[src/design/pyr_pkg.sv]
`timescale 1ns / 1ps
`default_nettype none
package pyr_pkg;

   localparam int MAX_HALVINGS = 11;
   // horizontal levels below this one are merged in the first front stage
   localparam int HSPLIT       = 6;
   localparam int LINE_DEPTH   = 2048;
   localparam int LINE_AW      = 11;
   localparam int DIM_W        = 12;
   localparam int LVL_W        = 4;
   localparam int PIX_W        = 32;
   localparam int QDEPTH       = 4;
   localparam int QPTR_W       = 2;
   localparam int QCNT_W       = 3;
   localparam int CSR_AW       = 2;

   localparam logic [CSR_AW-1:0] REG_IMAGE_WIDTH  = 2'd0;
   localparam logic [CSR_AW-1:0] REG_IMAGE_HEIGHT = 2'd1;
   localparam logic [CSR_AW-1:0] REG_MAX_WIDTH    = 2'd2;
   localparam logic [CSR_AW-1:0] REG_MAX_HEIGHT   = 2'd3;

   typedef struct packed {
      logic [LVL_W-1:0] k;
      logic [DIM_W-1:0] width;
      logic [DIM_W-1:0] height;
      logic [DIM_W-1:0] sw;
      logic [DIM_W-1:0] sh;
   } frame_type;

   typedef struct packed {
      logic [PIX_W-1:0] pix;
      logic [DIM_W-1:0] col;
      logic [LVL_W-1:0] vlev;
      logic             is_out;
      logic             last;
   } qent_type;

   // bytewise rounded pair average
   function automatic logic [PIX_W-1:0] merge_px(input logic [PIX_W-1:0] a,
                                                 input logic [PIX_W-1:0] b);
      logic [PIX_W-1:0] r;
      logic [6:0]       x;
      logic [6:0]       y;
      r = '0;
      for (int s = 0; s < 4; s++) begin
         x = a[8*s+1 +: 7];
         y = b[8*s+1 +: 7];
         r[8*s +: 8] = {1'b0, x} + {1'b0, y} + {7'd0, x[0] & y[0]};
      end
      return r;
   endfunction

endpackage
`default_nettype wire

[src/design/pyr_front.sv]
`timescale 1ns / 1ps
`default_nettype none
module pyr_front (
   input  wire logic                       clock,
   input  wire logic                       reset,
   input  wire logic                       restart,
   input  wire logic                       settled,
   input  wire pyr_pkg::frame_type         frame,
   input  wire logic [pyr_pkg::QCNT_W-1:0] q_count,
   input  wire logic                       req_tvalid,
   output logic                            req_tready,
   input  wire logic [pyr_pkg::PIX_W-1:0]  req_tdata,
   output logic                            push,
   output pyr_pkg::qent_type               push_ent
);

   logic [pyr_pkg::DIM_W-1:0] col_ff, col_in, row_ff, row_in;
   logic [pyr_pkg::PIX_W-1:0] held_ff [pyr_pkg::MAX_HALVINGS];
   logic [pyr_pkg::PIX_W-1:0] held_wd [pyr_pkg::MAX_HALVINGS];
   logic [pyr_pkg::MAX_HALVINGS-1:0] held_we;

   logic                      s1_valid_ff, s1_valid_in;
   logic [pyr_pkg::PIX_W-1:0] s1_pix_ff, v1, v2;
   logic [pyr_pkg::DIM_W-1:0] s1_col_ff, s1_row_ff, m, r;
   logic [pyr_pkg::LVL_W-1:0] tv;
   logic                      st1, st2, run, accept_px, zero_dim;
   logic [pyr_pkg::DIM_W:0]   col_next, row_next;

   assign zero_dim   = (frame.width == '0) || (frame.height == '0);
   assign req_tready = settled &&
                       ({1'b0, q_count} + {3'd0, s1_valid_ff} < 4'(pyr_pkg::QDEPTH));
   assign accept_px  = req_tvalid && req_tready && !zero_dim;

   always_comb begin
      held_we = '0;
      for (int j = 0; j < pyr_pkg::MAX_HALVINGS; j++) begin
         held_wd[j] = '0;
      end
      // first stage: low horizontal levels on the incoming pixel
      v1  = req_tdata;
      st1 = 1'b0;
      for (int j = 0; j < pyr_pkg::HSPLIT; j++) begin
         if (!st1 && (pyr_pkg::LVL_W'(j) < frame.k)) begin
            if (!col_ff[j]) begin
               held_wd[j] = v1;
               held_we[j] = accept_px;
               st1        = 1'b1;
            end else begin
               v1 = pyr_pkg::merge_px(held_ff[j], v1);
            end
         end
      end
      // second stage: upper horizontal levels
      v2  = s1_pix_ff;
      st2 = 1'b0;
      for (int j = pyr_pkg::HSPLIT; j < pyr_pkg::MAX_HALVINGS; j++) begin
         if (!st2 && (pyr_pkg::LVL_W'(j) < frame.k)) begin
            if (!s1_col_ff[j]) begin
               held_wd[j] = v2;
               held_we[j] = s1_valid_ff;
               st2        = 1'b1;
            end else begin
               v2 = pyr_pkg::merge_px(held_ff[j], v2);
            end
         end
      end
      // run of low set row bits decides the vertical depth
      tv  = '0;
      run = 1'b1;
      for (int j = 0; j < pyr_pkg::MAX_HALVINGS; j++) begin
         if (run && (pyr_pkg::LVL_W'(j) < frame.k) && s1_row_ff[j]) begin
            tv = tv + 1'b1;
         end else begin
            run = 1'b0;
         end
      end
   end

   assign s1_valid_in = accept_px && !st1;
   assign m = s1_col_ff >> frame.k;
   assign r = s1_row_ff >> frame.k;

   assign push            = s1_valid_ff && !st2;
   assign push_ent.pix    = v2;
   assign push_ent.col    = m;
   assign push_ent.vlev   = tv;
   assign push_ent.is_out = (tv == frame.k);
   assign push_ent.last   = (m == frame.sw - 1'b1) && (r == frame.sh - 1'b1);

   assign col_next = {1'b0, col_ff} + 13'd1;
   assign row_next = {1'b0, row_ff} + 13'd1;

   always_comb begin
      col_in = col_ff;
      row_in = row_ff;
      if (restart) begin
         col_in = '0;
         row_in = '0;
      end else if (accept_px) begin
         if (col_next >= {1'b0, frame.width}) begin
            col_in = '0;
            row_in = (row_next >= {1'b0, frame.height}) ? '0 : row_next[pyr_pkg::DIM_W-1:0];
         end else begin
            col_in = col_next[pyr_pkg::DIM_W-1:0];
         end
      end
   end

   always_ff @(posedge clock) begin
      if (reset) begin
         col_ff      <= '0;
         row_ff      <= '0;
         s1_valid_ff <= 1'b0;
      end else begin
         col_ff      <= col_in;
         row_ff      <= row_in;
         s1_valid_ff <= s1_valid_in;
      end
   end

   always_ff @(posedge clock) begin
      if (accept_px) begin
         s1_pix_ff <= v1;
         s1_col_ff <= col_ff;
         s1_row_ff <= row_ff;
      end
      for (int j = 0; j < pyr_pkg::MAX_HALVINGS; j++) begin
         if (held_we[j]) begin
            held_ff[j] <= held_wd[j];
         end
      end
   end

`ifndef SYNTH
   a_depth_bound: assert property (@(posedge clock) disable iff (reset)
      push |-> (push_ent.vlev <= frame.k))
      else $error("vertical depth beyond halving count");
`endif

endmodule
`default_nettype wire

[config.mk]
export PLATFORM = sky130hd
export DESIGN_NAME = pyr_front
export DESIGN_NICKNAME = d
export VERILOG_FILES = /design/src/design/pyr_pkg.sv /design/src/design/pyr_front.sv
export SDC_FILE = /design/constraint.sdc
export NUM_CORES = 1
export LEC_CHECK = 0
export ABC_CLOCK_PERIOD_IN_PS = 7800
export BUFFER_PORTS_ARGS = -buffer_cell sky130_fd_sc_hd__clkbuf_2
export CORE_ASPECT_RATIO = 0.6
export CORE_MARGIN = 2
export CORE_UTILIZATION = 55
export DETAILED_ROUTE_END_ITERATION = 10
export HOLD_SLACK_MARGIN = 0.02
export PLACE_DENSITY = 0.75
export SYNTH_ARGS = -nofsm -noshare
export SYNTH_HDL_FRONTEND = slang
export SYNTH_SLANG_ARGS = --single-unit
[constraint.sdc]
create_clock -name clock -period 7.8 [get_ports clock]
set_clock_uncertainty 0.15 [all_clocks]
set_input_delay 0.39 -clock clock [delete_from_list [all_inputs] [get_ports clock]]
set_output_delay 0.39 -clock clock [all_outputs]
set_load 0.005 [all_outputs]
==> qor_table.md <==
| Parameter | Reported |
|---|---|
| Worst Hold Margin | 47.5 ps |
| Comb power frac | 17.7% |
| Antenna violations before repair | 2 |
| Post-detailed-route DRC marker count | 0 |
| Area growth from synthesis to layout | 21.5% |
| CTS clock-pin slew for the worst setup and hold paths | 70 ps |
| Power Dens Cells | 134 mW/mm^2 |
| Clock latency at the later pin of the worst-skew pair | 570 ps |
| Peak per-stage delay on the critical path | 500 ps |
| Die outline height | 192 um |
| Internal power consumption | 3.90 mW |
| Detailed placement HPWL | 68100 um |
| Part of the power in the clock network | 39.3% |
| Die Wd | 318 um |
| Initial standard-cell utilization of the core | 56.1% |
| WL/cell | 19.8 um |
| Maximum number of pins on one net before global-route repair | 61 |
| Number of max-cap violations | 0 |
| Post-Layout Cell Count | 4770 |
| Fin crit period | 7660 ps |
| Worst Tran Pin Value | 1190 ps |
| Maximum clock rate | 0.131 GHz |
| Number of primary I/O pins | 144 |
| Number of failing hold endpoints at the final stage | 0 |
| Flip-flop cell with the highest count after synthesis | edfxtp_1 |
| Sequential share of power | 43.0% |
| Remaining antenna violation count | 0 |
| Total number of yosys warnings | 0 |
| Cell count after placement | 4619 |
| H-Tree Depth | 2 |
| Buffers on Ports | 143 |
| Biggest fanout along the worst timing path | 5 |
| Lkg Pwr | 16.5 nW |
| Relative slew margins | 19.7% |
| Post-synthesis cell count | 3540 |
| Finish-stage setup viols | 0 |
| Number of different library cells in the post-synthesis netlist | 103 |
| Vias | 29.0k |
| Syn nets | 3988 |
| Core region area | 0.0579 sq mm |
| Post-layout total power | 5.31 mW |
| Clock tree buffer depth | 3 |
| Mean post-synth cell area | 9.18 sq um |
| Global-route congestion overflow total | 0 |
| Overall global routing resource usage | 28.8% |
| Setup tns final | 0 ps |
| Clock Root Buffer | clkbuf_16 |
| CP Launch Type | register |
| Sinks on the clock net | 389 |
| Via-per-instance ratio | 6.08 |
| Share of final-layout standard cells stronger than drive strength 1 | 23.4% |
| Share of the yosys chip area belonging to registers | 35.2% |
| Final period utilization | 98.2% |
| Number of global-route vias before repair | 26.8k |
| Outcome | complete, no violations |
| Global-route wire length before repair | 143000 um |
| Number of flops mapped to enable cells by yosys | 364 |
| Post-Synthesis Cell Area | 0.0325 sq mm |
| Fraction of power spent switching nets | 26.5% |
| Required time worst endpoint | 7260 ps |
| Critical path capture point type | primary output |
| Classification of the worst setup path | register to primary output |
| Final nets | 4417 |
| Crit path arrival time | 7120 ps |
| Number of synthesized register bits | 389 |
| Total count of max-transition violations in the final report | 0 |
| Max VDD drop | 0.000131 V |
| Number of rows created at floorplan | 68 |
| Global placement routability congestion | 0.945 |
| Detailed-router iteration count before antenna repair | 6 |
| Count of cells along the worst hold path | 2 |
| Worst hold-check path type | input pin to register |
| Logic depth of the worst register-to-register path | 41 |
| Share of synthesized registers carrying an async set or reset | 0% |
| Crit path max-delay cell type | edfxtp_1 |
| Num CTS Buffers | 41 |
| Total die area | 0.0611 sq mm |
| CTS tree | done |
| Switching component of the power | 1.41 mW |
| Violation count after the first detailed-routing iteration | 3225 |
| Routed Wire Length | 94200 um |
==> power groups by stage <==
stage               sequential (mW)  clock [mW]  combinational [mW]
floorplan                      2.32           0               0.528
global placement               2.33           0               0.796
detailed placement             2.33           0               0.816
CTS                            2.28        2.09               0.839
global route                   2.28        2.18                1.03
finish                         2.28        2.09               0.942
==> cell type report <==
| cell class | count | area, sq um |
|---|---|---|
| Timing Repair Buffer | 537 | 3770 |
| Clock buffer | 55 | 1210 |
| Sequential cell | 389 | 11400 |
| Antenna cell | 1 | 2.50 |
| Inverter | 241 | 905 |
| Multi-Input combinational cell | 2759 | 21000 |
| Tap cell | 770 | 963 |
| Clock inverter | 18 | 173 |
| Fill cell | 4405 | 18500 |
==> per-layer routing <==
layer / global-route usage [%] / part of all wire (%) / wire (um) / vias up
met5: 0 / 0 / 0 / -
met4: 5.37 / 1.8 / 1700 / 0
met3: 5.70 / 9.6 / 9020 / 143
met2: 42.2 / 42 / 40000 / 1189
met1: 43.9 / 46 / 43500 / 14000
li1: - / - / - / 13700
==> logic make-up after synthesis <==
| kind of cell | share of synthesized area [%] |
|---|---|
| and+or+nand+nor | 17.1 |
| AOI/OAI and AO/OA | 17.4 |
| buffers and inverters | 4.69 |
| DFF | 35.2 |
| adders and majority gates | 14.7 |
| xor gates and xnor gates | 7.53 |
| muxes | 3.35 |
==> synth_stat cells, types with 38 or more instances <==
cell type / instances / share of area (%)
edfxtp_1: 364 / 34
xnor2_1: 172 / 4.6
a21o_1: 76 / 1.8
o21ai_0: 193 / 3.0
ha_1: 312 / 12
nor2b_1: 65 / 1.3
mux2i_1: 59 / 1.8
a21oi_1: 276 / 4.3
inv_1: 240 / 2.8
nor3_1: 86 / 1.3
fa_1: 44 / 2.7
nor2_1: 360 / 4.2
clkbuf_1: 109 / 1.3
and3_1: 63 / 1.2
nor4_1: 38 / 0.73
and2_1: 77 / 1.5
xor2_1: 93 / 2.5
nand3_1: 73 / 1.1
nand2_1: 249 / 2.9
==> layout by cell type, fill, tap and decap left out, types with 20 or more instances in the layout <==
master	netlist	final
clkbuf_16	0	44
o21ai_0	193	146
nand2_1	249	245
mux2i_1	59	57
inv_1	240	231
ha_4	0	32
nor2_1	360	343
o21bai_1	31	31
buf_4	4	372
clkbuf_2	1	142
nor2b_1	65	55
nor4_1	38	37
a31oi_1	32	26
dfxtp_1	25	25
nand2b_1	35	35
a211oi_1	33	29
xor2_1	93	91
a21oi_1	276	194
fa_1	44	40
o21ai_2	1	25
a21o_1	76	76
a21oi_2	0	78
or3_1	26	24
o22ai_1	20	20
edfxtp_1	364	364
ha_1	312	274
o21ai_1	29	52
mux2_2	27	23
and2_1	77	76
and3_1	63	60
nand3_1	73	71
xnor2_1	172	164
nor3_1	86	79
==> registers in the layout, indices dropped and copies added, names as in the netlist <==
| signal | count |
|---|---|
| s1_row_ff | 12 |
| held_ff | 308 |
| s1_pix_ff | 32 |
| s1_valid_ff | 1 |
| col_ff | 12 |
| s1_col_ff | 12 |
| row_ff | 12 |
==> timing repair <==
action	4_1_cts	5_1_grt
resized for setup	33	292
gates cloned	0	0
setup endpoints to repair	15	42
hold endpoints to repair	13	0
setup buffers	7	58
pin swaps	8	100
hold buffers	13	0
==> worst paths after layout <==
kind	start	endpoint	slack, ps
min	req_tdata[20]	held_ff[0][20]	50
max	s1_pix_ff[2]	push_ent[25]	140
max reg2reg	held_ff[0][9]	s1_pix_ff[15]	170
min reg2reg	row_ff[11]	s1_row_ff[11]	330
==> worst max-delay path: cells and delay by family (launching register included) <==
family / cells / cell delay (ps)
AO/OA/AOI/OAI: 13 / 2570
AND/OR/NAND/NOR: 6 / 870
adder cells (fa/ha/maj): 5 / 1500
flip-flops: 1 / 500
XOR/XNOR: 3 / 600
multiplexers: 1 / 160
buffers and inverters: 2 / 340
==> stage by stage <==
step                worst slack, ps  cell area (sq um)  utilization, %
floorplan                      45.4              32500               -
global placement               -157              36100            62.3
detailed placement             -267              36100            62.3
CTS                           -47.0              37800            65.2
global route                   -246              39500            68.1
finish                          138              39500            68.2
No activity file was read; power rests on OpenSTA's default activity.
