**src/design/pyr_pkg.sv**
```systemverilog
`timescale 1ns / 1ps
`default_nettype none
package pyr_pkg;

   localparam int MAX_HALVINGS = 11;
   // horizontal levels below this one are merged in the first front stage
   localparam int HSPLIT       = 6;
   localparam int LINE_DEPTH   = 2048;
   localparam int LINE_AW      = 11;
   localparam int DIM_W        = 12;
   localparam int LVL_W        = 4;
   localparam int PIX_W        = 32;
   localparam int QDEPTH       = 4;
   localparam int QPTR_W       = 2;
   localparam int QCNT_W       = 3;
   localparam int CSR_AW       = 2;

   localparam logic [CSR_AW-1:0] REG_IMAGE_WIDTH  = 2'd0;
   localparam logic [CSR_AW-1:0] REG_IMAGE_HEIGHT = 2'd1;
   localparam logic [CSR_AW-1:0] REG_MAX_WIDTH    = 2'd2;
   localparam logic [CSR_AW-1:0] REG_MAX_HEIGHT   = 2'd3;

   typedef struct packed {
      logic [LVL_W-1:0] k;
      logic [DIM_W-1:0] width;
      logic [DIM_W-1:0] height;
      logic [DIM_W-1:0] sw;
      logic [DIM_W-1:0] sh;
   } frame_type;

   typedef struct packed {
      logic [PIX_W-1:0] pix;
      logic [DIM_W-1:0] col;
      logic [LVL_W-1:0] vlev;
      logic             is_out;
      logic             last;
   } qent_type;

   // bytewise rounded pair average
   function automatic logic [PIX_W-1:0] merge_px(input logic [PIX_W-1:0] a,
                                                 input logic [PIX_W-1:0] b);
      logic [PIX_W-1:0] r;
      logic [6:0]       x;
      logic [6:0]       y;
      r = '0;
      for (int s = 0; s < 4; s++) begin
         x = a[8*s+1 +: 7];
         y = b[8*s+1 +: 7];
         r[8*s +: 8] = {1'b0, x} + {1'b0, y} + {7'd0, x[0] & y[0]};
      end
      return r;
   endfunction

endpackage
`default_nettype wire

```
**src/design/pyr_queue.sv**
```systemverilog
`timescale 1ns / 1ps
`default_nettype none
module pyr_queue (
   input  wire logic                       clock,
   input  wire logic                       reset,
   input  wire logic                       push,
   input  wire pyr_pkg::qent_type          push_ent,
   input  wire logic                       pop,
   output logic                            head_valid,
   output pyr_pkg::qent_type               head,
   output logic [pyr_pkg::QCNT_W-1:0]      count
);

   pyr_pkg::qent_type         slot_ff [pyr_pkg::QDEPTH];
   logic [pyr_pkg::QPTR_W-1:0] wr_ptr_ff, rd_ptr_ff;
   logic [pyr_pkg::QCNT_W-1:0] count_ff, count_in;

   assign head_valid = (count_ff != '0);
   assign head       = slot_ff[rd_ptr_ff];
   assign count      = count_ff;

   always_comb begin
      count_in = count_ff;
      if (push && !pop) begin
         count_in = count_ff + 1'b1;
      end else if (!push && pop) begin
         count_in = count_ff - 1'b1;
      end
   end

   always_ff @(posedge clock) begin
      if (reset) begin
         wr_ptr_ff <= '0;
         rd_ptr_ff <= '0;
         count_ff  <= '0;
      end else begin
         count_ff <= count_in;
         if (push) begin
            wr_ptr_ff <= wr_ptr_ff + 1'b1;
         end
         if (pop) begin
            rd_ptr_ff <= rd_ptr_ff + 1'b1;
         end
      end
   end

   always_ff @(posedge clock) begin
      if (push) begin
         slot_ff[wr_ptr_ff] <= push_ent;
      end
   end

`ifndef SYNTH
   a_no_overflow: assert property (@(posedge clock) disable iff (reset)
      !(push && !pop && (count_ff == pyr_pkg::QCNT_W'(pyr_pkg::QDEPTH))))
      else $error("queue overflow");
`endif

endmodule
`default_nettype wire

```
**config.mk**
```make
export PLATFORM = sky130hd
export DESIGN_NAME = pyr_queue
export DESIGN_NICKNAME = d
export VERILOG_FILES = /design/src/design/pyr_pkg.sv /design/src/design/pyr_queue.sv
export SDC_FILE = /design/constraint.sdc
export NUM_CORES = 1
export LEC_CHECK = 0
export BUFFER_PORTS_ARGS = -buffer_cell sky130_fd_sc_hd__buf_2
export CAP_MARGIN = 25
export CORE_MARGIN = 3
export CORE_UTILIZATION = 50
export CTS_BUF_LIST = sky130_fd_sc_hd__clkbuf_2 sky130_fd_sc_hd__clkbuf_4 sky130_fd_sc_hd__clkbuf_8
export DETAILED_ROUTE_END_ITERATION = 7
export HOLD_SLACK_MARGIN = 0.02
export PLACE_DENSITY = 0.8
export SLEW_MARGIN = 0
export SYNTH_ARGS = -nofsm -noshare
export SYNTH_HDL_FRONTEND = slang
export SYNTH_SLANG_ARGS = --single-unit
```
**constraint.sdc**
```tcl
create_clock -name clock -period 2.5 [get_ports clock]
set_input_delay 0.375 -clock clock [delete_from_list [all_inputs] [get_ports clock]]
set_output_delay 0.375 -clock clock [all_outputs]
set_load 0.02 [all_outputs]
```
==> run metrics, run 1 <==
status=finished, final reports clean; DRC violations left=0; Synth Net Count=365; Worst-Margin Slew=0.456 ns; max-slew violations=0; Synth Area in Compound Gates=0.130%; first-pass GRT wire length=20300 um; Max rail drop VDD=0.856 mV; most frequent cells in the layout=edfxtp_1 (200), buf_2 (107), mux4_2 (50); crit path cell chain=buf_4 -> mux4_2 -> buf_2; die area=16900 um^2; IO Pins=108; Clk Latency, worst-skew pair=0.52 ns; GRT Total Usage=15.7%; CP Launch Type=flip-flop; PortBufs=107; Reg-to-Reg End=slot_ff[3][17]; antenna cells=0; xor and xnor fraction of the mapped netlist area=0.569%; adder-cell area share of the yosys netlist=1.07%; Hold EP=slot_ff[0][46]; sequential-to-total area share from yosys stat=80.4%; Simple-Gate Fraction of Synth Area=0.878%; TritonCTS clock tree=built; Layout Skew=0.00899 ns; syn_area_per_cell=25.2 um^2; Hold Crit Class=in2reg; Die Height=130 um; CP required=2.12 ns; worst r2r path cells=3; cts repair resizes=0; FF-to-FF Start=wr_ptr_ff[0]; Setup Slack @ Placement=0.562 ns; static leakage=3.15 nW; synth unique cells=20; post-synthesis mux area share=14.9%; Setup-failing EPs final=0; f_max=443 MHz; gp weighted congestion=0.714; die width=130 um; final period utilization=90.3%; CTS Buf Count=31; main combinational cell family by area after synthesis=multiplexers; Initial DRC Count=234; Max clock buf depth=3; MaxCap Viol Count=0; Root Driver=clkbuf_8; HP Start=push_ent[46]; Power per Cell Area=832 nW/um^2; final hold vios=0; layout cells sized above 1=48.8%; H-tree lvl count=1; Core ar.=14800 um^2; CP max-delay cell=mux4_2; final net count=508; synthesized cell area=7690 um^2; # Post-CTS Setup Buffers=3; Worst Path Max Fanout=9; final worst setup slack=0.242 ns; post-DP HPWL=8220 um; RSZ-0062 raised after global routing=no; setup_tns=0 ns; largest net degree at the start of global routing=41; slowest stage delay, CP=0.53 ns; synthesis-to-finish area growth=17.9%; normalized max-slew margin=69.6%; FF+latch count, synth=209; Critical Path Sink Type=output port; Final min period=2.26 ns; row count=44; Post-Syn Instances=305; Starting Density=52.0%; vias in the first global route=3785; DRT antenna net count=0; vias per inst=5.41; initial antenna violation count=0; clock sink count=209; Hold Buf Count CTS=0; CTS clk-pin slew, worst paths=0.06 ns; worst hold stages=1; CP arrival=1.88 ns; Reg2Reg Setup Slack=0.81 ns; iteration count of the initial detailed-routing pass=4; Yosys Warn Count=0; drt wl/cell=20.0 um; critical setup path kind=reg2out; final WL=13000 um; grt ovf=0; commonest non-fill, non-tap cell in the layout=edfxtp_1; DR vias=3508
==> state kept, by name, summed over array words and instances (netlist names), named ones only <==
signal,flops
slot_ff,200
count,3
rd_ptr_ff,2
wr_ptr_ff,2
==> worst max-delay path: cells and delay by family, from the launching register on <==
family / cells / cell delay, ns
buffers and inverters: 2 / 0.38
flip-flops: 1 / 0.45
multiplexers: 1 / 0.53
==> synth_stat cells <==
library cell,instances,area [um^2]
edfxtp_1,200,6010
mux4_2,50,1130
dfxtp_1,9,180
nor2_1,7,26.3
buf_12,5,100
buf_2,5,25.0
ha_1,5,62.6
and2_1,4,25.0
inv_1,4,15.0
xor2_1,3,26.3
mux2i_1,2,20.0
or3_1,2,12.5
xnor2_1,2,17.5
a21oi_1,1,5.00
buf_1,1,3.75
buf_6,1,11.3
clkbuf_1,1,3.75
fa_1,1,20.0
nand2_1,1,3.75
o21ai_0,1,5.00
==> power breakdown <==
part	total, mW	switching [mW]	leakage [nW]	internal (mW)
clock	2.61	1.16	0.318	1.45
sequential	4.07	0.0528	1.91	4.02
combinational	0.866	0.498	0.917	0.368
total	7.55	1.71	3.15	5.84
==> per-stage QoR <==
| step | utilization (%) | hold slack, ns | power, mW | instances | area (um^2) |
|---|---|---|---|---|---|
| global route | 61.3 | 0.0322 | 7.87 | 649 | 9070 |
| global placement | 57.1 | 0.474 | 5.00 | 596 | 8460 |
| floorplan | - | 0.474 | 4.73 | 305 | 7690 |
| CTS | 61.3 | 0.0200 | 7.65 | 649 | 9070 |
| detailed placement | 57.1 | 0.483 | 5.03 | 596 | 8460 |
| finish | 61.3 | 0.0615 | 7.55 | 649 | 9070 |
==> final cells by class <==
cell class / instances / area [um^2]
tap: 184 / 230
fill: 1033 / 5740
clock buffer: 38 / 479
inverter: 4 / 15.0
timing repair buffer: 123 / 693
sequential: 209 / 6190
multi-input combinational: 79 / 1360
clock inverter: 12 / 108
==> routing by layer <==
metal  share of wire [%]  global-route usage (%)  wire, um
met1                  40                    20.8      5250
met2                  52                    26.3      6730
met3                 6.4                    3.89       837
met4                 1.3                    4.65       163
met5                   0                       0         0
==> worst max path at each step <==
stage / endpoint / cells after the start / slack (ns) / from
6_report: head[14] / 3 / 0.24 / flip-flop
3_5_place_dp: head[49] / 3 / 0.56 / flip-flop
4_1_cts: head[31] / 3 / 0.20 / flip-flop
3_3_place_gp: head[49] / 3 / 0.57 / flip-flop
2_1_floorplan: slot_ff[2][0] / 3 / 0.35 / wr_ptr_ff[0]
5_1_grt: head[45] / 3 / 0.15 / flip-flop
==> cell families after synthesis <==
family | count (synthesis)
flops | 209
buf+inv | 17
mux | 52
xor+xnor | 5
compound gates | 2
simple gates | 14
fa+ha+maj | 6
Power figures use the tool's default switching activity.
==> run 2, diff against run 1 <==
Settings changed: CAP_MARGIN 25 to 20, CTS_BUF_LIST sky130_fd_sc_hd__clkbuf_2 sky130_fd_sc_hd__clkbuf_4 sky130_fd_sc_hd__clkbuf_8 to unset.
==> run metrics, run 2 (synthesized netlist as in run 1, its figures left out) <==
GRT Total Usage=15.7% (about the same); DRT antenna net count=0 (unchanged); max reg flops=200 (unchanged); post-DP HPWL=8220 um (unchanged); setup_tns=0 ns (unchanged); row count=44 (unchanged); MaxCap Viol Count=0 (unchanged); Reg2Reg Setup Slack=0.80 ns (about the same); Layout Skew=0.00905 ns (+0.0000549 ns); vias per inst=5.45 (+0.77%); largest net degree at the start of global routing=41 (unchanged); hold slack final=0.101 ns (+0.0393 ns); CTS clk-pin slew, worst paths=0.06 ns (about the same); die area=16900 um^2 (unchanged); IO Pins=108 (unchanged); Power per Cell Area=902 nW/um^2 (+8.4%); Root Driver=clkbuf_16; final hold vios=0 (unchanged); gp weighted congestion=0.714 (unchanged); most frequent cells in the layout=edfxtp_1 (200), buf_2 (107), mux4_2 (50); final net count=502 (-1.2%); f_max=453 MHz (+2.3%); final worst setup slack=0.292 ns (+0.0502 ns); CP required=2.12 ns (about the same); drt wl/cell=20.3 um (+1.5%); Worst Path Max Fanout=10 (+1); WP buf/inv=2 (unchanged); Core ar.=14800 um^2 (unchanged); normalized max-slew margin=69.5% (-0.14 points); max-slew violations=0 (unchanged); Logic pwr share=10.4% (-1.1 points); Setup-failing EPs final=0 (unchanged); Starting Density=52.0% (unchanged); commonest non-fill, non-tap cell in the layout=edfxtp_1; Power Total=8.40 mW (+11%); clock sink count=209 (unchanged); PortBufs=107 (unchanged); fin util=62.9% (+1.6 points); Max clock buf depth=3 (unchanged); vias in the first global route=3726 (-1.6%); Final min period=2.21 ns (-0.0502 ns); grt ovf=0 (unchanged); Setup Slack @ Placement=0.562 ns (unchanged); CP arrival=1.83 ns (-0.05 ns); slowest stage delay, CP=0.52 ns (about the same); H-tree lvl count=1 (unchanged); iteration count of the initial detailed-routing pass=4 (unchanged); DR vias=3497 (-0.31%); initial antenna violation count=0 (unchanged); switching power=1.77 mW (+4.0%); Initial DRC Count=216 (-7.7%); Reg-to-Reg End=slot_ff[3][43]; Max rail drop VDD=0.583 mV (-32%); final WL=13000 um (+0.43%); sw frac=21.1% (-1.5 points); CP Launch Type=flip-flop; Clk Latency, worst-skew pair=0.48 ns (-0.04 ns); Top delay family on crit path=multiplexers; static leakage=3.24 nW (+3.0%); CTS Buf Count=22 (-29%); clock network power share=41.1% (+6.5 points); Biggest register=slot_ff; Worst-Margin Slew=0.458 ns (+0.00207 ns); RSZ-0062 raised after global routing=no; Hold EP=slot_ff[3][23]; Flop pwr share=48.5% (-5.5 points); worst hold stages=1 (unchanged); DRC violations left=0 (unchanged); antenna cells=0 (unchanged); Die Height=130 um (unchanged); critical setup path kind=reg2out; layout cells sized above 1=47.8% (-1.0 points); final period utilization=88.3% (-2.0 points); status=finished, final reports clean; CP max-delay cell=mux4_2; die width=130 um (unchanged); TritonCTS clock tree=built; first-pass GRT wire length=20300 um (about the same); Hold Crit Class=in2reg; Critical Path Sink Type=output port; worst r2r path cells=3 (unchanged); crit path cell chain=buf_4 -> mux4_2 -> buf_2; synthesis-to-finish area growth=21.0%; cts repair resizes=0 (unchanged); internal power=6.62 mW (+13%); HP Start=push_ent[23]; FF-to-FF Start=wr_ptr_ff[0]
## run 2: cell count changes in the layout (fill, tap and decap cells not counted)
cell        change
clkbuf_4        -7
clkinvlp_4      +1
clkbuf_8       -26
buf_4           +3
bufinv_16       +2
clkbuf_16      +23
clkinv_2        -4
clkbuf_1        +1
## run 2: how the worst max path moves through the flow
stage,slack (ns),cells after the start,to,start
after floorplan,0.35,3,slot_ff[2][0],wr_ptr_ff[0]
after global placement,0.57,3,head[49],flip-flop
after CTS,0.04,3,head[49],flip-flop
after global routing,0.22,3,head[8],flip-flop
final,0.29,3,head[8],flip-flop
after detailed placement,0.56,3,head[49],flip-flop
## run 2: repair_timing
| action | 4_1_cts | 5_1_grt |
|---|---|---|
| setup buffers | 0 | 6 |
| hold buffers | 0 | 0 |
| endpoints found under the setup margin | 0 | 3 |
## run 2: cell type report
type | instances | area, um^2
flip-flops and latches | 209 | 6190
fillers | 1012 | 5500
multi-input cells | 79 | 1360
repair buffers | 126 | 716
clock buffers | 29 | 648
well taps | 184 | 230
clock inverters | 11 | 155
inverters | 4 | 15.0
## run 2: power by group through the flow
stage / clock [mW] / combinational [mW] / sequential [mW]
3_5_place_dp: 0 / 0.867 / 4.16
6_report: 3.45 / 0.874 / 4.07
2_1_floorplan: 0 / 0.586 / 4.14
5_1_grt: 3.67 / 0.950 / 4.09
3_3_place_gp: 0 / 0.849 / 4.15
4_1_cts: 3.54 / 0.871 / 4.09
## run 2: layer usage
layer  vias up  part of all wire, %  global-route usage, %
li1       1559                    -                      -
met1      1808                   40                   21.0
met2       118                   52                   26.3
met3        12                  6.7                   4.05
met4         0                  1.3                   3.97
met5         -                    0                      0
## run 2: metrics by stage
stage                     std cells  instance area (um^2)
after global routing            642                  9310
after global placement          596                  8460
after floorplan                 305                  7690
after detailed placement        596                  8460
after CTS                       636                  9270
final                           642                  9310
